===== config.mk =====
export PLATFORM = sky130hd
export DESIGN_NAME = xs1024s_state_mem
export DESIGN_NICKNAME = d
export VERILOG_FILES = /design/src/rtl/core/xs1024s_pkg.sv /design/src/rtl/core/xs1024s_state_mem.sv
export SDC_FILE = /design/constraint.sdc
export NUM_CORES = 1
export LEC_CHECK = 0
export BUFFER_PORTS_ARGS = -buffer_cell sky130_fd_sc_hd__buf_2
export CORE_ASPECT_RATIO = 1.1
export CORE_UTILIZATION = 30
export CTS_CLUSTER_DIAMETER = 60
export DETAILED_ROUTE_END_ITERATION = 12
export SKIP_LAST_GASP = 1
export SLEW_MARGIN = 20
export SYNTH_ARGS = -nofsm -noshare
export SYNTH_HDL_FRONTEND = slang
export SYNTH_SLANG_ARGS = --single-unit

===== constraint.sdc =====
create_clock -name clk -period 12.9 [get_ports clk]
set_clock_uncertainty 0.1 [all_clocks]
set_input_delay 0.645 -clock clk [delete_from_list [all_inputs] [get_ports clk]]
set_output_delay 0.645 -clock clk [all_outputs]
set_load 0.02 [all_outputs]

===== src/rtl/core/xs1024s_pkg.sv =====
// Shared types and constants for the xorshift1024* generator.
`timescale 1ns / 1ps

package xs1024s_pkg;

  localparam int WORD_W    = 64;
  localparam int NUM_WORDS = 16;
  localparam int ADDR_W    = 4;
  localparam int BITS_W    = 10;

  localparam logic [WORD_W-1:0] MULTIPLIER     = 64'd1181783497276652981;
  localparam logic [WORD_W-1:0] SEED_LAST_WORD = 64'd123456789123456789;
  localparam logic [31:0]       MULT_LO        = MULTIPLIER[31:0];
  localparam logic [31:0]       MULT_HI        = MULTIPLIER[63:32];

  localparam int SHIFT_A = 31;
  localparam int SHIFT_B = 11;
  localparam int SHIFT_C = 30;

  localparam logic [WORD_W-1:0] JUMP_POLY [NUM_WORDS] = '{
    64'h84242f96eca9c41d, 64'ha3c65b8776f96855,
    64'h5b34a39f070b5837, 64'h4489affce4f31a1e,
    64'h2ffeeb0a48316f40, 64'hdc2d9891fe68c022,
    64'h3659132bb12fea70, 64'haac17d8efa43cab8,
    64'hc4cb815590989b13, 64'h5ee975283d71c93b,
    64'h691548c86c1bd540, 64'h7910c41d10a1e6a5,
    64'h0b5fc64563b3e2a8, 64'h047f7684e9fc949d,
    64'hb99181f2d8f685ca, 64'h284600e3f30e38c3
  };

  typedef enum logic [1:0] {
    REQ_SEED = 2'd0,
    REQ_GEN  = 2'd1,
    REQ_JUMP = 2'd2,
    REQ_NONE = 2'd3
  } req_kind_t;

  typedef enum logic [2:0] {
    ST_IDLE,
    ST_ADV,
    ST_MUL,
    ST_JBIT,
    ST_JSWEEP,
    ST_JWB,
    ST_DONE
  } ctrl_state_t;

  typedef enum logic [2:0] {
    MS_IDLE,
    MS_P0,
    MS_P1,
    MS_P2,
    MS_SUM
  } mul_step_t;

  typedef struct packed {
    logic              en;
    logic [ADDR_W-1:0] addr;
    logic [WORD_W-1:0] data;
  } mem_wr_t;

  // Value of a state word that has not been written since reset.
  function automatic logic [WORD_W-1:0] reset_word(input logic [ADDR_W-1:0] addr);
    reset_word = (&addr) ? SEED_LAST_WORD : '0;
  endfunction

endpackage


===== src/rtl/core/xs1024s_state_mem.sv =====
// State word memory: 16 x 64, two registered read ports, one write port.
`timescale 1ns / 1ps

module xs1024s_state_mem (
  input  logic                       clk,
  input  logic                       rst,
  input  logic [xs1024s_pkg::ADDR_W-1:0] rd_addr_a,
  input  logic [xs1024s_pkg::ADDR_W-1:0] rd_addr_b,
  input  xs1024s_pkg::mem_wr_t       wr,
  output logic [xs1024s_pkg::WORD_W-1:0] rd_data_a,
  output logic [xs1024s_pkg::WORD_W-1:0] rd_data_b
);
  import xs1024s_pkg::*;

  logic [WORD_W-1:0]    mem [NUM_WORDS];
  logic [NUM_WORDS-1:0] written;

  // unwritten entries read as their reset value
  always_ff @(posedge clk) begin
    if (rst) begin
      written <= '0;
    end else if (wr.en) begin
      written[wr.addr] <= 1'b1;
    end
  end

  always_ff @(posedge clk) begin
    if (wr.en) begin
      mem[wr.addr] <= wr.data;
    end
    rd_data_a <= written[rd_addr_a] ? mem[rd_addr_a] : reset_word(rd_addr_a);
    rd_data_b <= written[rd_addr_b] ? mem[rd_addr_b] : reset_word(rd_addr_b);
  end

endmodule


# Word level (Yosys, flattened, before mapping)
# Memories as Yosys holds them, arrays and structs flattened.
# Cells that the tools add are included.
totals:
  romBits: 0
  ram_bits: 1024
  output_inout_bits: 128
  register_bits: 144
  input_bits: 79
  latch_bits: 0
  word_cells: 24
  mem_count: 1
classes:
  div_mod_pow: 0
  order_cmp: 4
  eq_ne: 0
  n_reduce_logical: 3
  shifts: 0
  addsub: 0
  bitwise_logic: 1
  mul: 0
  n_mux: 12
memory_table:
  columns: ["memory", "words", "width", "rd", "rd_clocked_by_memory_dff", "wr", "line_no", "text"]
  rows:
  - ["mem", 16, 64, 2, 0, 1, "xs1024s_state_mem.sv:15", "logic [WORD_W-1:0] mem [NUM_WORDS];"]
ops:
  columns: ["op", "n"]
  rows:
  - ["$mux 64", 2]
  - ["$mux 57", 2]
  - ["$or 16x16->16", 1]
  - ["$lt 4x5->1 const B", 3]
  - ["$bmux 1 s4", 2]
  - ["$reduce_and 4->1", 2]
  - ["$mux 1", 5]
  - ["$demux 1 s4", 1]
  - ["$ge 4x1->1 const B", 1]
  - ["$logic_and 1x1->1", 1]

# Logic depth before layout (Yosys ltp)
depth:
  word_depth: 5
  ltp_mapped: 9

# Worst setup path before layout
# No wires, ideal clock.
synth_timing:
  kind: "input to register"
  startpoint: "in wr[66] (netlist name)"
  endpoint: "mem mem[0][0], enable pin"
  stages: 2
  setup_time_ps: 568
  t_required_ps: 12232
  path_slack_ps: 6675
  t_arrival_ps: 5558
  path_buffers: 0
  path_cell_list: "or3b_2 > nor3_1"
synth_lines:
  columns: ["item", "line_no", "text"]
  rows:
  - ["start, declared", "xs1024s_state_mem.sv:9", "input xs1024s_pkg::mem_wr_t wr,"]
  - ["end, declared", "xs1024s_state_mem.sv:15", null]
# No word-level cell before the write port.

# Worst setup path after layout
layout_timing:
  startpoint: "in rd_addr_a[1] (netlist name)"
  endpoint: "reg rd_data_a[9] (netlist name)"
layout_between:
  elab_chain_cells: 3
layout_lines:
  columns: ["item", "line_no", "text"]
  rows:
  - ["start, declared", "xs1024s_state_mem.sv:7", "input logic [xs1024s_pkg::ADDR_W-1:0] rd_addr_a,"]
  - ["$bmux 1 s4 / $reduce_and 4->1 (equally long branches)", "xs1024s_state_mem.sv:31, xs1024s_pkg.sv:64", null]
  - ["$mux 1 (not written as such) / $mux 57 (equally long branches)", "xs1024s_state_mem.sv:31, xs1024s_pkg.sv:64", null]
  - ["$mux 64 *", "xs1024s_state_mem.sv:31", "rd_data_a <= written[rd_addr_a] ? mem[rd_addr_a] : reset_word(rd_addr_a);"]
  - ["end signal, assigned", "xs1024s_state_mem.sv:31", null]
  - ["end, declared", "xs1024s_state_mem.sv:10", "output logic [xs1024s_pkg::WORD_W-1:0] rd_data_a,"]
# Every way passes the cells marked *; elsewhere a longest branch is shown, timed or not. The select of a mux whose other input is x is not followed.
# A chain may end at the register's enable or synchronous reset.

==> results.json <==
{
  "status": "finished clean",
  "clockBufferDepth": 3,
  "yosysTopAreaCellShare": 0.605,
  "hold_buffers": 0,
  "drive_above_1_share": 0.410,
  "min_path_type": "in2reg",
  "cts.sinks": 1168,
  "ys_seq_area_frac": 0.662,
  "reg2reg_from": "written[14]",
  "synthCells": 2483,
  "layout.nets": 2767,
  "final_cell_mix": "edfxtp_1, mux4_2, buf_2",
  "track_usage": 0.169,
  "fmax_mhz": 281,
  "cp_data_required_time_ns": 13.47,
  "finalPower_w": 0.00883,
  "synth_top_area_cell": "edfxtp_1",
  "critPathLaunch": "rd_addr_a[1]",
  "cts_tree": "built",
  "slew_headroom": 0.241,
  "globalplace.congestion": 0.712,
  "grt_pass1_wl_um": 207000,
  "grt_max_degree": 134,
  "synth-seq-cells": 1168,
  "power_density_mw_per_mm2": 150,
  "final-setup-viol-count": 0,
  "synth_nets": 2562,
  "min_period_ns": 3.57,
  "cts_root_buf": "clkbuf_16",
  "worstMarginPinSlew_ns": 1.14,
  "clock_latency_ns": 0.79,
  "maxCapViolCount": 0,
  "core_area_mm2": 0.168,
  "antenna_found_initial": 34,
  "syn_avg_cell_area_um2": 20.5,
  "numCtsBuffers": 133,
  "arrival_ns": 4.14,
  "dr_total_vias": 27100,
  "hold_viol": 0,
  "min_from": "wr[6]",
  "first_pass_iters": 5,
  "syn_area_mm2": 0.0508,
  "start_util": 0.302,
  "cp-end-kind": "flop",
  "overflow": 0,
  "route.detailed.drc": 0,
  "synthTopCellsByArea": "edfxtp_1, mux4_2, dfxtp_1",
  "final_util": 0.350,
  "layout_commonest_cell": "edfxtp_1",
  "die_h_um": 434,
  "grt_pass1_vias": 28400,
  "rows": 158,
  "htreeDepth": 4,
  "fin_crit_sh": 0.276,
  "vias_per_cell": 5.37,
  "p_leak_nw": 19.0,
  "rsz0062_at_grt": "false",
  "pin_count": 207,
  "peakVddDrop_uv": 123,
  "cts_setup_buffers": 0,
  "die_area_mm2": 0.171,
  "crit_type": "in2reg",
  "startpoint_type": "input port",
  "layout-area-overhead-vs-synth_pct": 15.9,
  "cts_resized": 0,
  "initialDrtViolationCount": 2420,
  "yosys_warnings": 0,
  "path_clk_slew_ns": 0.06,
  "wl_um": 146000,
  "antenna_left": 0,
  "port_buffers": 206,
  "dp_hpwl_um": 75600,
  "wl_per_cell_um": 29.0,
  "synth_cell_types": 24,
  "die_width_um": 395,
  "fin_setup_tns_ns": 0,
  "crit_fanout": 55,
  "maxSlewViolCount": 0
}
==> kinds of logic after synthesis <==
kind of cell	count (synthesis)	synth area share
DFF	1168	0.662
muxes	784	0.283
buffers and inverters	200	0.0194
AOI/OAI and AO/OA	198	0.0247
and+or+nand+nor	133	0.0110
==> power by group <==
| part | switching (W) | internal [W] | total (W) |
|---|---|---|---|
| Combinational | 0.000442 | 0.000306 | 0.000748 |
| Clock | 0.00163 | 0.00218 | 0.00381 |
| Sequential | 0.0000550 | 0.00422 | 0.00427 |
==> sequential cells by signal, summed over array words and instances, names as in the netlist <==
| signal | flops |
|---|---|
| mem | 1024 |
| rd_data_a | 64 |
| rd_data_b | 64 |
| written | 16 |
==> synth_stat cells (all sizes together) <==
master and count:
a22oi 8, a31oi 124, and2 2, buf 112
clkbuf 88, dfxtp 144, edfxtp 1024, mux2 124
mux2i 148, mux4 512, nand2 3, nand2b 2
nand3 3, nand3b 4, nand4b 2, nor2 108
nor2b 4, nor3 4, o22ai 66, or3b 1
==> per-layer routing <==
metal / GRT usage / vias up / part of all wire
met5: 0 / - / 0.0011
met4: 0.0553 / 24 / 0.029
met3: 0.0316 / 264 / 0.064
met2: 0.287 / 964 / 0.50
met1: 0.219 / 14800 / 0.41
li1: - / 11100 / -
==> path summary, 6_finish.rpt <==
path / endpoint / slack, ns / depth (start not counted)
setup / recovery: rd_data_a[9] / 9.33 / 7
hold / removal: mem[11][6] / 0.13 / 1
setup reg to reg: rd_data_b[54] / 10.18 / 6
hold reg to reg: written[3] / 0.40 / 2
==> layout make-up <==
class | instances | area (um^2)
Clock buffer | 176 | 3680
Tap cell | 2240 | 2800
Fill cell | 15600 | 110000
Clock inverter | 72 | 792
Multi-Input combinational cell | 1115 | 16400
Antenna cell | 3 | 7.51
Sequential cell | 1168 | 33600
Timing Repair Buffer | 270 | 1610
==> per-stage QoR <==
stage                     cell area (um^2)  hold slack (ns)  setup slack (ns)  std cells
after floorplan                      50800            0.362              6.67       2483
after global placement               54400            0.374              8.40       4793
after detailed placement             54400            0.387              8.41       4793
after CTS                            58900           0.0722              9.26       5041
after global routing                 58900            0.113              9.00       5042
final                                58900            0.130              9.33       5044
==> worst max-delay path, cell delays in order <==
cell and delay (ns):
buf_8 0.49, buf_4 0.81, buf_4 0.86, mux4_2 0.60, mux2_2 0.28, a31oi_1 0.17
nor2_1 0.07
Note: power is estimated with default switching activity, not from simulation.
