===== config.mk =====
export PLATFORM = sky130hd
export DESIGN_NAME = xs1024s_acc_mem
export DESIGN_NICKNAME = d
export VERILOG_FILES = /design/src/rtl/core/xs1024s_pkg.sv /design/src/rtl/core/xs1024s_acc_mem.sv
export SDC_FILE = /design/constraint.sdc
export NUM_CORES = 1
export LEC_CHECK = 0
export ABC_AREA = 0
export BUFFER_PORTS_ARGS = -buffer_cell sky130_fd_sc_hd__buf_2
export CAP_MARGIN = 20
export CORE_ASPECT_RATIO = 2
export CORE_MARGIN = 2
export CORE_UTILIZATION = 50
export DETAILED_ROUTE_END_ITERATION = 10
export PLACE_DENSITY = 0.66
export SLEW_MARGIN = 30
export SYNTH_ARGS = -nofsm -noshare
export SYNTH_HDL_FRONTEND = slang
export SYNTH_SLANG_ARGS = --single-unit

===== constraint.sdc =====
create_clock -name clk -period 7.33 [get_ports clk]
set_input_delay 0.733 -clock clk [delete_from_list [all_inputs] [get_ports clk]]
set_output_delay 0.733 -clock clk [all_outputs]
set_load 0.005 [all_outputs]

===== src/rtl/core/xs1024s_pkg.sv =====
// Shared types and constants for the xorshift1024* generator.
`timescale 1ns / 1ps

package xs1024s_pkg;

  localparam int WORD_W    = 64;
  localparam int NUM_WORDS = 16;
  localparam int ADDR_W    = 4;
  localparam int BITS_W    = 10;

  localparam logic [WORD_W-1:0] MULTIPLIER     = 64'd1181783497276652981;
  localparam logic [WORD_W-1:0] SEED_LAST_WORD = 64'd123456789123456789;
  localparam logic [31:0]       MULT_LO        = MULTIPLIER[31:0];
  localparam logic [31:0]       MULT_HI        = MULTIPLIER[63:32];

  localparam int SHIFT_A = 31;
  localparam int SHIFT_B = 11;
  localparam int SHIFT_C = 30;

  localparam logic [WORD_W-1:0] JUMP_POLY [NUM_WORDS] = '{
    64'h84242f96eca9c41d, 64'ha3c65b8776f96855,
    64'h5b34a39f070b5837, 64'h4489affce4f31a1e,
    64'h2ffeeb0a48316f40, 64'hdc2d9891fe68c022,
    64'h3659132bb12fea70, 64'haac17d8efa43cab8,
    64'hc4cb815590989b13, 64'h5ee975283d71c93b,
    64'h691548c86c1bd540, 64'h7910c41d10a1e6a5,
    64'h0b5fc64563b3e2a8, 64'h047f7684e9fc949d,
    64'hb99181f2d8f685ca, 64'h284600e3f30e38c3
  };

  typedef enum logic [1:0] {
    REQ_SEED = 2'd0,
    REQ_GEN  = 2'd1,
    REQ_JUMP = 2'd2,
    REQ_NONE = 2'd3
  } req_kind_t;

  typedef enum logic [2:0] {
    ST_IDLE,
    ST_ADV,
    ST_MUL,
    ST_JBIT,
    ST_JSWEEP,
    ST_JWB,
    ST_DONE
  } ctrl_state_t;

  typedef enum logic [2:0] {
    MS_IDLE,
    MS_P0,
    MS_P1,
    MS_P2,
    MS_SUM
  } mul_step_t;

  typedef struct packed {
    logic              en;
    logic [ADDR_W-1:0] addr;
    logic [WORD_W-1:0] data;
  } mem_wr_t;

  // Value of a state word that has not been written since reset.
  function automatic logic [WORD_W-1:0] reset_word(input logic [ADDR_W-1:0] addr);
    reset_word = (&addr) ? SEED_LAST_WORD : '0;
  endfunction

endpackage


===== src/rtl/core/xs1024s_acc_mem.sv =====
// Jump accumulator memory: 16 x 64, one registered read port, clear by valid bits.
`timescale 1ns / 1ps

module xs1024s_acc_mem (
  input  logic                       clk,
  input  logic                       rst,
  input  logic                       clear,
  input  logic [xs1024s_pkg::ADDR_W-1:0] rd_addr,
  input  xs1024s_pkg::mem_wr_t       wr,
  output logic [xs1024s_pkg::WORD_W-1:0] rd_data
);
  import xs1024s_pkg::*;

  logic [WORD_W-1:0]    mem [NUM_WORDS];
  logic [NUM_WORDS-1:0] valid;

  always_ff @(posedge clk) begin
    if (rst || clear) begin
      valid <= '0;
    end else if (wr.en) begin
      valid[wr.addr] <= 1'b1;
    end
  end

  always_ff @(posedge clk) begin
    if (wr.en) begin
      mem[wr.addr] <= wr.data;
    end
    rd_data <= valid[rd_addr] ? mem[rd_addr] : '0;
  end

endmodule


# Word level (Yosys, flattened, before mapping)
# Memories as Yosys holds them, arrays and structs flattened. A register that Yosys moved wholly into a read port is not among the register bits.
# Index checks and enable logic that the tools add are counted.
# word_totals
latch_bits	0
ramBits	1024
mem_bits_ro	0
mem_count	1
ff_bits	16
# memory_table
memory	words	word_bits	read_ports	rd_ports_with_merged_regs	wr	line_no	rtl
mem	16	64	1	1	1	xs1024s_acc_mem.sv:14	logic [WORD_W-1:0] mem [NUM_WORDS];
# op_classes
n_eq_ne	0
div_mod_pow	0
n_lt_le_gt_ge	3
addsub	0
n_bitwise	1
shift	0
mux	6
reduce_logical	3
multipliers	0
# ops
op	count
16-bit bitwise OR	1
4-bit by 5-bit less-than comparator with 1-bit output (second input constant)	2
1-bit binary-select mux with 4-bit select	1
1-bit demux with 4-bit select	1
4-bit by 1-bit greater-or-equal comparator with 1-bit output (second input constant)	1
1-bit 2-to-1 mux	4
1-bit logical AND	1
1-bit zero test	1
1-bit logical OR	1

# Depth between registers and ports, before layout
# depth
depth_word	5
ltp_mapped	6
depth_no_buf	4

# Least setup slack after synthesis
# OpenSTA, ideal clock, no wires.
# synth_path
path_type	input -> register
start	input wr[66] (netlist bit)
end	memory mem[0][0], enable pin
setup_time_ps	568
arrival_time_ps	5647
slack_ps	1115
stages	2
n_path_buf	0
t_required_ps	6762
cell_sequence	or3b_2 -> nor3_1
# synth_rtl
element	line_no	rtl
from (decl)	xs1024s_acc_mem.sv:9	input xs1024s_pkg::mem_wr_t wr,
to (decl)	xs1024s_acc_mem.sv:14	
# Straight into the memory's write port.

# Worst setup path in the final report
# layout_path
start	input wr[66] (netlist bit)
end	memory mem[3][22], enable pin
# Straight into the memory's write port.

==> flow_summary.ini <==
[outcome]
run_status = complete, no violations

[timing]
clock.fmax_mhz = 366.2
final_max_slew_viol_count = 0
timing.clock.skew_ps = 21.08
grt_setup_unrepaired = false
finalSetupViolations = 0
tightest_pin_transition_ps = 974.6
layout_worst_path_cycle_share_pct = 37.25
setup_tns_ps = 0
min_period_ps = 2731
worst_hold_slack_ps = 449.0
hold_viol_final = 0
relSlewSlack_pct = 35.03

[cells_and_area]
finish.instance_area_mm2 = 0.04548
final_layout_size_suffix_gt1_share_pct = 30.85
finalNetCount = 1950
nFillCells = 5735
layout-area-overhead-vs-synth_pct = 13.16

[worst_setup_path]
critical_path_arrival_ps = 2990
timing.critical_path.required_ps = 7590
reg2reg_from = valid[12]
timing.reg2reg.worst_path_depth = 5
reg2reg_to = rd_data[13]
reg2reg_setup_slack_ps = 5310
path_type_of_the_worst_setup_path = in -> reg
worst_setup_ep_type = flop
crit_fanout = 48
timing.critical_path.from_type = input pin

[drt]
drtPass1Iterations = 5
ant_nets = 0
route.detailed.wl_per_inst_um = 29.48
routed_wl_um = 88220
routed-via-count = 18430
drc_violations_left = 0
drt_first_iter_violations = 1928
avgViaCountPerCell = 6.158

[synth]
synth_xor_xnor_area_share_pct = 0
synth_enable_flop_cells = 1024
post_synth_fa_ha_maj_area_fraction_pct = 0
yosys-mux-area-fraction_pct = 14.57
synth.lib_cells_used.distinct = 21
largest_family_of_logic_cells_by_synthesized_area = multiplexers
postSynthCellCount = 1696
synthesis.area_mm2 = 0.04019
yosys_most_used_dff = sky130_fd_sc_hd__edfxtp_1
syn_nets = 1772
synth_compound_gate_area_share_pct = 3.530
yosysWarningCount = 0
synth_seq_cells = 1104
postSynthAreaPerCell_um2 = 23.70
postSynth.asyncResetShare_pct = 0
synth_simple_gate_area_share_pct = 0.3673
synth_sequential_area_ratio_pct = 80.49

[cts]
cts_sinks = 1104
cts_post_setup_buffers_inserted = 0
tritoncts_clock_tree = done
clock-root-buffer = sky130_fd_sc_hd__clkbuf_16
ctsHtreeMaxLevel = 3
cts_resized = 0
clock_insertion_delay_worst_skew_ps = 650
clk_path_buf_depth = 3
postCtsHoldBufs = 0
numCtsBuffers = 88
cts.clk_slew.worst_paths_ps = 70

[min_path]
hold_depth = 1
hold-path-endpoint = mem[12][7]
hold_path.startpoint = wr[7]
min_path_type = in -> reg

[global_route]
grt_pass1_vias = 19330
grt_first_pass_wirelength_um = 129500
gr-usage-all-layers_pct = 21.95
grt.met3_usage_pct = 3.829
overflow = 0
grt.busiest_layer = met2
grt_antenna_before_repair = 11
global_route_met1_utilization_pct = 29.24
met2_usage_pct = 37.22
grt_max_degree = 133

[die]
top_level_ports = 140
floorplan.die.height_um = 405.0
dieWidth_um = 204.5
initial_standard_cell_utilization_of_the_core_pct = 50.23
floorplan.die_area_mm2 = 0.08280
core.rowCount = 147
core_region_area_mm2 = 0.08001

[place]
port_buffers = 139
postPlaceCellArea_mm2 = 0.04227
gpl.final_weighted_congestion = 0.7206
dp_hpwl_um = 41770

[pwr]
vdd_drop_max_v = 0.0001846
p_per_area_mw_per_mm2 = 278.7
power.static_leakage_nw = 14.39

[flow_run]
timing.max_cap.violations = 0
[final cells by class]
cell class | count | area, um2 | share of cell area [%]
Sequential cell | 1104 | 32350 | 71.13
Multi-Input combinational cell | 499 | 7560 | 16.62
Clock buffer | 114 | 2432 | 5.348
Tap cell | 1043 | 1305 | 2.869
Timing Repair Buffer | 181 | 1109 | 2.437
Clock inverter | 50 | 718.2 | 1.579
Antenna cell | 2 | 5.005 | 0.01100
[metrics by stage]
step | cells | util [%] | power [mW] | worst slack, ps
2_1_floorplan | 1696 | - | 7.481 | 1115
3_3_place_gp | 2825 | 52.83 | 7.671 | 3934
3_5_place_dp | 2825 | 52.83 | 7.696 | 3882
4_1_cts | 2989 | 56.77 | 12.78 | 4572
5_1_grt | 2993 | 56.84 | 13.04 | 4339
6_report | 2993 | 56.84 | 12.67 | 4599
[placed cells by master (no fill, tap or decap)]
cell type	count
sky130_fd_sc_hd__nor2b_4	2
sky130_fd_sc_hd__mux4_2	260
sky130_fd_sc_hd__diode_2	2
sky130_fd_sc_hd__inv_6	2
sky130_fd_sc_hd__bufinv_16	18
sky130_fd_sc_hd__clkinv_1	12
sky130_fd_sc_hd__nand3b_1	2
sky130_fd_sc_hd__nand2b_1	2
sky130_fd_sc_hd__clkbuf_8	9
sky130_fd_sc_hd__nor3_2	4
sky130_fd_sc_hd__a21oi_1	64
sky130_fd_sc_hd__clkbuf_1	15
sky130_fd_sc_hd__buf_4	37
sky130_fd_sc_hd__nand2_1	1
sky130_fd_sc_hd__dfxtp_1	80
sky130_fd_sc_hd__buf_8	2
sky130_fd_sc_hd__clkinvlp_4	4
sky130_fd_sc_hd__and2_4	1
sky130_fd_sc_hd__buf_16	2
sky130_fd_sc_hd__a22o_1	2
sky130_fd_sc_hd__or3b_2	1
sky130_fd_sc_hd__clkinv_2	12
sky130_fd_sc_hd__buf_12	3
sky130_fd_sc_hd__nand3_1	1
sky130_fd_sc_hd__nor2_2	1
sky130_fd_sc_hd__clkinv_4	1
sky130_fd_sc_hd__edfxtp_1	1024
sky130_fd_sc_hd__clkbuf_16	90
sky130_fd_sc_hd__buf_2	137
sky130_fd_sc_hd__a22oi_1	128
sky130_fd_sc_hd__clkinv_8	1
sky130_fd_sc_hd__o21a_1	16
sky130_fd_sc_hd__nor2_4	14
[synth_stat cells, drive strengths merged, types with 2 or more instances]
library cell  number  area [um2]
o21a              16       120.1
nor3               4       20.02
nand2b             2       12.51
nor2              15       63.81
nand3b             2       15.01
dfxtp             80        1602
a22o               2       17.52
a21oi             64       320.3
mux4             260        5856
buf               44       234.0
nor2b              2       12.51
clkbuf            49       183.9
a22oi            128       960.9
edfxtp          1024       30750
[cells by family after synthesis]
family                 after synthesis
DFF                               1104
muxes                              260
AOI/OAI and AO/OA                  210
buffers and inverters               93
and+or+nand+nor                     29
[metal layers]
| metal | wire length (um) | vias to the layer above |
|---|---|---|
| met3 | 6234 | 132 |
| met4 | 1943 | 18 |
| li1 | - | 7619 |
| met1 | 34210 | 9914 |
| met2 | 45730 | 747 |
| met5 | 101 | - |
[registers in the layout (all words and copies together), names as in the netlist]
| register | count |
|---|---|
| mem | 1024 |
| rd_data | 64 |
| valid | 16 |
[report_power, final]
part	switching, mW	total, mW	internal [mW]
clock	2.14	5.12	2.99
sequential	0.0271	7.02	7.00
combinational	0.313	0.525	0.212
total	2.48	12.7	10.2
[worst max-delay path, stage by stage]
cell and delay, ps:
sky130_fd_sc_hd__buf_2 120, sky130_fd_sc_hd__or3b_2 590, sky130_fd_sc_hd__nor2_4 610, sky130_fd_sc_hd__buf_4 870
[how the worst max path moves through the flow]
stage | start | endpoint | slack, ps
3_5_place_dp | wr[64] | mem[14][28] | 3880
3_3_place_gp | rd_addr[0] | rd_data[43] | 3930
4_1_cts | wr[64] | mem[14][28] | 4570
2_1_floorplan | wr[66] | mem[0][0] | 1120
6_report | wr[66] | mem[3][22] | 4600
5_1_grt | rd_addr[0] | rd_data[45] | 4340
Note: power is estimated with default switching activity, not from simulation.
