<file path="src/rtl/core/xs1024s_pkg.sv">
// Shared types and constants for the xorshift1024* generator.
`timescale 1ns / 1ps

package xs1024s_pkg;

  localparam int WORD_W    = 64;
  localparam int NUM_WORDS = 16;
  localparam int ADDR_W    = 4;
  localparam int BITS_W    = 10;

  localparam logic [WORD_W-1:0] MULTIPLIER     = 64'd1181783497276652981;
  localparam logic [WORD_W-1:0] SEED_LAST_WORD = 64'd123456789123456789;
  localparam logic [31:0]       MULT_LO        = MULTIPLIER[31:0];
  localparam logic [31:0]       MULT_HI        = MULTIPLIER[63:32];

  localparam int SHIFT_A = 31;
  localparam int SHIFT_B = 11;
  localparam int SHIFT_C = 30;

  localparam logic [WORD_W-1:0] JUMP_POLY [NUM_WORDS] = '{
    64'h84242f96eca9c41d, 64'ha3c65b8776f96855,
    64'h5b34a39f070b5837, 64'h4489affce4f31a1e,
    64'h2ffeeb0a48316f40, 64'hdc2d9891fe68c022,
    64'h3659132bb12fea70, 64'haac17d8efa43cab8,
    64'hc4cb815590989b13, 64'h5ee975283d71c93b,
    64'h691548c86c1bd540, 64'h7910c41d10a1e6a5,
    64'h0b5fc64563b3e2a8, 64'h047f7684e9fc949d,
    64'hb99181f2d8f685ca, 64'h284600e3f30e38c3
  };

  typedef enum logic [1:0] {
    REQ_SEED = 2'd0,
    REQ_GEN  = 2'd1,
    REQ_JUMP = 2'd2,
    REQ_NONE = 2'd3
  } req_kind_t;

  typedef enum logic [2:0] {
    ST_IDLE,
    ST_ADV,
    ST_MUL,
    ST_JBIT,
    ST_JSWEEP,
    ST_JWB,
    ST_DONE
  } ctrl_state_t;

  typedef enum logic [2:0] {
    MS_IDLE,
    MS_P0,
    MS_P1,
    MS_P2,
    MS_SUM
  } mul_step_t;

  typedef struct packed {
    logic              en;
    logic [ADDR_W-1:0] addr;
    logic [WORD_W-1:0] data;
  } mem_wr_t;

  // Value of a state word that has not been written since reset.
  function automatic logic [WORD_W-1:0] reset_word(input logic [ADDR_W-1:0] addr);
    reset_word = (&addr) ? SEED_LAST_WORD : '0;
  endfunction

endpackage

</file>
<file path="src/rtl/core/xs1024s_scramble.sv">
// Output scrambler: 64 x constant multiply, low 64 bits, one 32x32 multiplier over 4 steps.
`timescale 1ns / 1ps

module xs1024s_scramble (
  input  logic                           clk,
  input  logic                           rst,
  input  logic                           start,
  input  logic [xs1024s_pkg::WORD_W-1:0] operand,
  output logic                           done,
  output logic [xs1024s_pkg::WORD_W-1:0] product
);
  import xs1024s_pkg::*;

  mul_step_t         step;
  logic [WORD_W-1:0] opnd;
  logic [WORD_W-1:0] mul_q;
  logic [WORD_W-1:0] sum;
  logic [31:0]       mul_a;
  logic [31:0]       mul_b;
  logic [WORD_W-1:0] mul_full;

  // lo*lo, then the two cross terms into the upper half
  assign mul_a    = (step == MS_P1) ? opnd[63:32] : opnd[31:0];
  assign mul_b    = (step == MS_P2) ? MULT_HI : MULT_LO;
  assign mul_full = 64'(mul_a) * 64'(mul_b);

  always_ff @(posedge clk) begin
    if (rst) begin
      step <= MS_IDLE;
      done <= 1'b0;
    end else begin
      done <= (step == MS_SUM);
      unique case (step)
        MS_IDLE: if (start) step <= MS_P0;
        MS_P0:   step <= MS_P1;
        MS_P1:   step <= MS_P2;
        MS_P2:   step <= MS_SUM;
        MS_SUM:  step <= MS_IDLE;
        default: step <= MS_IDLE;
      endcase
    end
  end

  always_ff @(posedge clk) begin
    if (start) begin
      opnd <= operand;
    end
    mul_q <= mul_full;
    case (step)
      MS_P1:   sum <= mul_q;
      MS_P2:   sum[63:32] <= sum[63:32] + mul_q[31:0];
      MS_SUM:  product <= {sum[63:32] + mul_q[31:0], sum[31:0]};
      default: ;
    endcase
  end

endmodule
</file>
<file path="config.mk">
export PLATFORM = sky130hd
export DESIGN_NAME = xs1024s_scramble
export DESIGN_NICKNAME = d
export VERILOG_FILES = /design/src/rtl/core/xs1024s_pkg.sv /design/src/rtl/core/xs1024s_scramble.sv
export SDC_FILE = /design/constraint.sdc
export NUM_CORES = 2
export LEC_CHECK = 0
export ABC_AREA = 1
export BUFFER_PORTS_ARGS = -buffer_cell sky130_fd_sc_hd__buf_4
export CAP_MARGIN = 30
export CORE_MARGIN = 5
export CORE_UTILIZATION = 60
export CTS_CLUSTER_DIAMETER = 30
export DETAILED_ROUTE_END_ITERATION = 7
export PLACE_DENSITY = 0.78
export SLEW_MARGIN = 25
export SYNTH_ARGS = -nofsm -noshare
export SYNTH_HDL_FRONTEND = slang
export SYNTH_SLANG_ARGS = --single-unit
export TNS_END_PERCENT = 10
</file>
<file path="constraint.sdc">
create_clock -name clk -period 16.8 [get_ports clk]
set_input_delay 2.52 -clock clk [delete_from_list [all_inputs] [get_ports clk]]
set_output_delay 2.52 -clock clk [all_outputs]
set_load 0.05 [all_outputs]
</file>
Yosys cells after proc, flatten, opt, wreduce, memory -nomap -nowiden
Index checks and enable logic that the tools add are counted.
{"block": "totals", "wordCells": 21, "inputBits": 67, "reg_bits": 259, "out_inout_bits": 65}
{"block": "op_classes", "mux": 5, "n_eq_ne": 5, "mul": 1, "n_reduce_logical": 2, "addsub": 1}
{"op": "$pmux W32 S2", "count": 1}
{"op": "$mul A32 B31 Y63", "count": 1}
{"op": "$add A32 B32 Y32", "count": 1}
{"op": "$mux W32", "count": 1}
{"op": "$mux W31", "count": 1}
{"op": "$pmux W3 S4", "count": 1}
{"op": "$eq A3 B2 Y1 const B", "count": 2}
{"op": "$eq A3 B1 Y1 const B", "count": 1}
{"op": "$eq A3 B3 Y1 const B", "count": 1}
{"op": "$logic_not A3 Y1", "count": 1}
{"op": "$mux W3", "count": 1}
{"op": "$ne A2 B2 Y1 const B", "count": 1}
{"op": "$reduce_bool A2 Y1", "count": 1}

Longest topological paths before layout
{"block": "depth", "word_depth": 3, "ltp_mapped": 40, "ltp_nobuf": 40}

Least setup slack after synthesis
No wires, ideal clock.
{"block": "synth_path", "kind": "register to register", "from": "register step[2]", "to": "register mul_q[61]", "path_stages_with_launch": 32, "n_path_buf": 1, "setup_time_ns": 0.112, "required_time_ns": 16.688, "synth_period_minus_slack_ns": 8.159, "arrival_time_ns": 8.047, "slack_ns": 8.641, "cell_sequence": "dfxtp_1 > nor2_2 > nand2_4 > inv_2 > clkbuf_1 > or2_2 > o21ai_2 > nor2_1 > inv_1 > fa_1 > fa_1 > inv_1 > fa_1 > inv_1 > fa_1 > fa_1 > inv_1 > fa_1 > fa_1 > inv_1 > fa_1 > inv_1 > ha_1 > nand2_1 > nor2_1 > inv_1 > nor3_1 > nand2_1 > nor3_1 > nand2_1 > nand3_1 > nand2_1"}
{"block": "synth_via", "elab_chain_len": 3, "word_cells_on_any_way": 5, "cone_classes": "mul (1); eq/ne (2); mux (2)"}
{"element": "from (decl)", "line_no": "xs1024s_scramble.sv:14", "rtl": "mul_step_t step;"}
{"element": "from (signal assigned)", "line_no": "xs1024s_scramble.sv:29", "rtl": "step <= MS_IDLE;"}
{"element": "from (signal assigned)", "line_no": "xs1024s_scramble.sv:34", "rtl": "MS_IDLE: if (start) step <= MS_P0;"}
{"element": "from (signal assigned)", "line_no": "xs1024s_scramble.sv:35", "rtl": "MS_P0: step <= MS_P1;"}
{"element": "$eq A3 B2 Y1 (on tied branches)", "line_no": "xs1024s_scramble.sv:23, xs1024s_scramble.sv:24"}
{"element": "$mux W32 / $mux W31 (equally long branches)", "line_no": "xs1024s_scramble.sv:23, xs1024s_scramble.sv:24"}
{"element": "$mul A32 B31 Y63 (*)", "line_no": "xs1024s_scramble.sv:25", "rtl": "assign mul_full = 64'(mul_a) * 64'(mul_b);"}
{"element": "named net mul_full[61]", "line_no": "xs1024s_scramble.sv:20", "rtl": "logic [WORD_W-1:0] mul_full;"}
{"element": "to (signal assigned)", "line_no": "xs1024s_scramble.sv:48", "rtl": "mul_q <= mul_full;"}
{"element": "to (decl)", "line_no": "xs1024s_scramble.sv:16", "rtl": "logic [WORD_W-1:0] mul_q;"}
The timed path passes the listed nets; every way through them passes the cells marked *.
A chain may end at the register's enable or synchronous reset.

Worst setup path after layout
{"block": "layout_path", "from": "register step[2]", "to": "register mul_q[32]"}
The elaborated chain is that of the path after synthesis.

==> flow_metrics.env <==
export IMPL_route_vias_total=26790
export IMPL_r2r_setup_slack_ns=7.56
export IMPL_synth_cell_type_count=44
export IMPL_final_max_slew_viol_count=0
export IMPL_cpMaxStageDelayCell="nor2_1"
export IMPL_wl_mm=106.7
export IMPL_worst_path_max_fanout=45
export IMPL_cts_buffers=55
export IMPL_crit_type="reg2reg"
export IMPL_synthArstFlopShare=0
export IMPL_io_pins=132
export IMPL_critical_path_max_stage_delay_ns=0.84
export IMPL_outcome="completed"
export IMPL_synth_top_cell_area_share=0.3028
export IMPL_hp_class="reg2reg"
export IMPL_clock_sinks=259
export IMPL_cp_required_ns=17.31
export IMPL_synth_main_ff_cell="edfxtp_1"
export IMPL_yosys_warnings=0
export IMPL_reg2regPathDepth=29
export IMPL_cts_resized=0
export IMPL_die_h_um=253.7
export IMPL_instances_no_fill=5191
export IMPL_io_buffers=131
export IMPL_cp_start_kind="flop"
export IMPL_grt_pass1_vias=27800
export IMPL_fmax_mhz=108.3
export IMPL_dp_cells=5087
export IMPL_highest_layer="met4"
export IMPL_fin_crit_sh=0.5499
export IMPL_period_needed_ns=9.238
export IMPL_grt_pass1_wl_mm=162.8
export IMPL_drive_gt1_frac=0.08284
export IMPL_synth_seq_area_share=0.1994
export IMPL_wl_per_cell_um=20.55
export IMPL_synth_area_per_cell_um2=8.547
export IMPL_syn_cell_area_um2=35640
export IMPL_antenna_left=0
export IMPL_dpl_hpwl_mm=91.85
export IMPL_grt_total_usage=0.3399
export IMPL_die_area_um2=64370
export IMPL_core_rowCount=89
export IMPL_hp_start="sum[30]"
export IMPL_final_setup_tns_ns=0
export IMPL_hold_buffers=0
export IMPL_via_per_inst=5.161
export IMPL_slew_headroom=0.3093
export IMPL_cap_violations=0
export IMPL_timing_rr_start="step[2]"
export IMPL_grt_overflow_total=0
export IMPL_stdcell_area_um2=39550
export IMPL_cts_root_buf="clkbuf_16"
export IMPL_fin_ws_ns=7.562
export IMPL_rsz0062_at_grt="false"
export IMPL_cpMostUsedCell="fa_1"
export IMPL_gp_congestion=1.048
export IMPL_first_pass_iters=6
export IMPL_syn2layout_area_growth_pct=10.99
export IMPL_tightest_slew_ns=1.032
export IMPL_wl_met2_mm=49.69
export IMPL_cts_clk_slew_worst_paths_ns=0.05
export IMPL_finalSetupViolations=0
export IMPL_core_area_um2=58910
export IMPL_die_width_um=253.7
export IMPL_r2r_end="mul_q[32]"
export IMPL_start_util=0.6050
export IMPL_diodes=0
export IMPL_pre_cts_ws_ns=7.678
export IMPL_min_path_cells=0
export IMPL_hold_viol=0
export IMPL_skew_ns=0.03805
export IMPL_netlist_top_cell_by_area="fa_1"
export IMPL_met3WireLength_mm=8.461
export IMPL_cts_tree="done"
export IMPL_yosys_top_cells_area="fa_1, edfxtp_1, ha_1"
export IMPL_grt_max_degree=66
export IMPL_htreeDepth=2
export IMPL_drc=0
export IMPL_met1Wirelength_mm=43.23
export IMPL_clk_latency_ns=0.63
export IMPL_arrival_ns=9.74
export IMPL_cp_end_kind="flop"
export IMPL_antenna_found_initial=0
export IMPL_post_cts_setup_buffers=0
export IMPL_first_iter_violations=2138
export IMPL_ys_ff_latch=259
export IMPL_synth_edff_count=192
export IMPL_synth_cells=4170
export IMPL_place_area_um2=37630
export IMPL_fin_nets=5398
export IMPL_min_delay_worst_endpoint="product[30]"
export IMPL_clock_path_buffers=3
## cell families (layout without fill, tap and decap cells)
logic type	Yosys count	after routing	share of synthesized area
flops	259	259	0.1994
other cells	2	55	0.0002107
compound gates	167	167	0.02882
fa+ha+maj	960	960	0.4506
buf+inv	1322	1517	0.1422
xor+xnor	75	75	0.01864
simple gates	1385	1385	0.1601
## registers in the layout (all words and copies together), names as in the netlist
register and flops:
step 3, done 1, product 64, sum 64
opnd 64, mul_q 63
## per-stage QoR
stage,util,hold slack [ns]
final,0.6715,0.4110
after floorplan,-,0.4003
after global placement,0.6388,0.4005
after detailed placement,0.6388,0.4045
after global routing,0.6715,0.4126
after CTS,0.6715,0.4123
## worst max-delay path by stage
stage / startpoint / end / slack [ns] / depth (start not counted)
4_1_cts: step[2] / mul_q[32] / 7.64 / 29
3_5_place_dp: step[2] / mul_q[39] / 7.68 / 31
6_report: step[2] / mul_q[32] / 7.56 / 29
2_1_floorplan: step[2] / mul_q[61] / 8.64 / 31
3_3_place_gp: step[2] / mul_q[32] / 7.77 / 29
5_1_grt: step[2] / mul_q[61] / 7.09 / 31
## layer usage
| metal | GRT usage | up-vias |
|---|---|---|
| li1 | - | 12600 |
| met1 | 0.4471 | 12970 |
| met2 | 0.5611 | 1024 |
| met3 | 0.06386 | 200 |
| met4 | 0.1388 | 0 |
| met5 | 0 | - |
## critical path, delay by kind of cell, from the launching register on
kind                     cells  cell delay (ns)
buffers and inverters        9             1.34
AO/OA/AOI/OAI                2             0.46
adder cells (fa/ha/maj)      9             4.52
XOR/XNOR                     1             0.22
flip-flops                   1             0.39
AND/OR/NAND/NOR              8             2.20
## synth_stat cells (2+ instances only)
| cell type | n |
|---|---|
| and2_1 | 20 |
| conb_1 | 2 |
| and3_1 | 3 |
| fa_1 | 539 |
| or2_1 | 3 |
| inv_4 | 3 |
| o21ai_0 | 40 |
| nor2_1 | 180 |
| ha_1 | 421 |
| nor3_1 | 17 |
| o21ai_4 | 3 |
| nand2_4 | 6 |
| nand2_1 | 994 |
| o21bai_1 | 10 |
| buf_6 | 6 |
| inv_1 | 1230 |
| o21ai_1 | 8 |
| buf_2 | 10 |
| nand4_1 | 17 |
| a31o_2 | 8 |
| o21ai_2 | 25 |
| nand2_2 | 18 |
| or2_2 | 12 |
| clkbuf_1 | 42 |
| nor2_2 | 8 |
| xnor2_1 | 16 |
| buf_12 | 2 |
| edfxtp_1 | 192 |
| xor2_1 | 58 |
| a21oi_1 | 69 |
| inv_2 | 27 |
| nand3b_1 | 5 |
| nand3_1 | 92 |
| dfxtp_1 | 67 |
| nor2_8 | 4 |
| nor2_4 | 5 |
## layout make-up
type	count	area [µm²]
Clock buffer	64	1440
Multi-Input combinational cell	2642	23670
Sequential cell	259	7107
Clock inverter	40	483.0
Fill cell	5020	19350
Timing Repair Buffer	152	1141
Inverter	1261	4746
Tap cell	773	967.2
## cell usage in the layout, fill, tap and decap left out, drive strengths merged, types with 59 or more instances in the layout
cell    instances
nor2          197
buf           152
a21oi          69
nand2        1018
inv          1272
fa            539
dfxtp          67
nand3          92
ha            421
clkbuf         64
xor2           59
edfxtp        192
o21ai          76
Power is not shown: default switching activity piles up to over one toggle a cycle in this logic, so the estimate is an artifact.
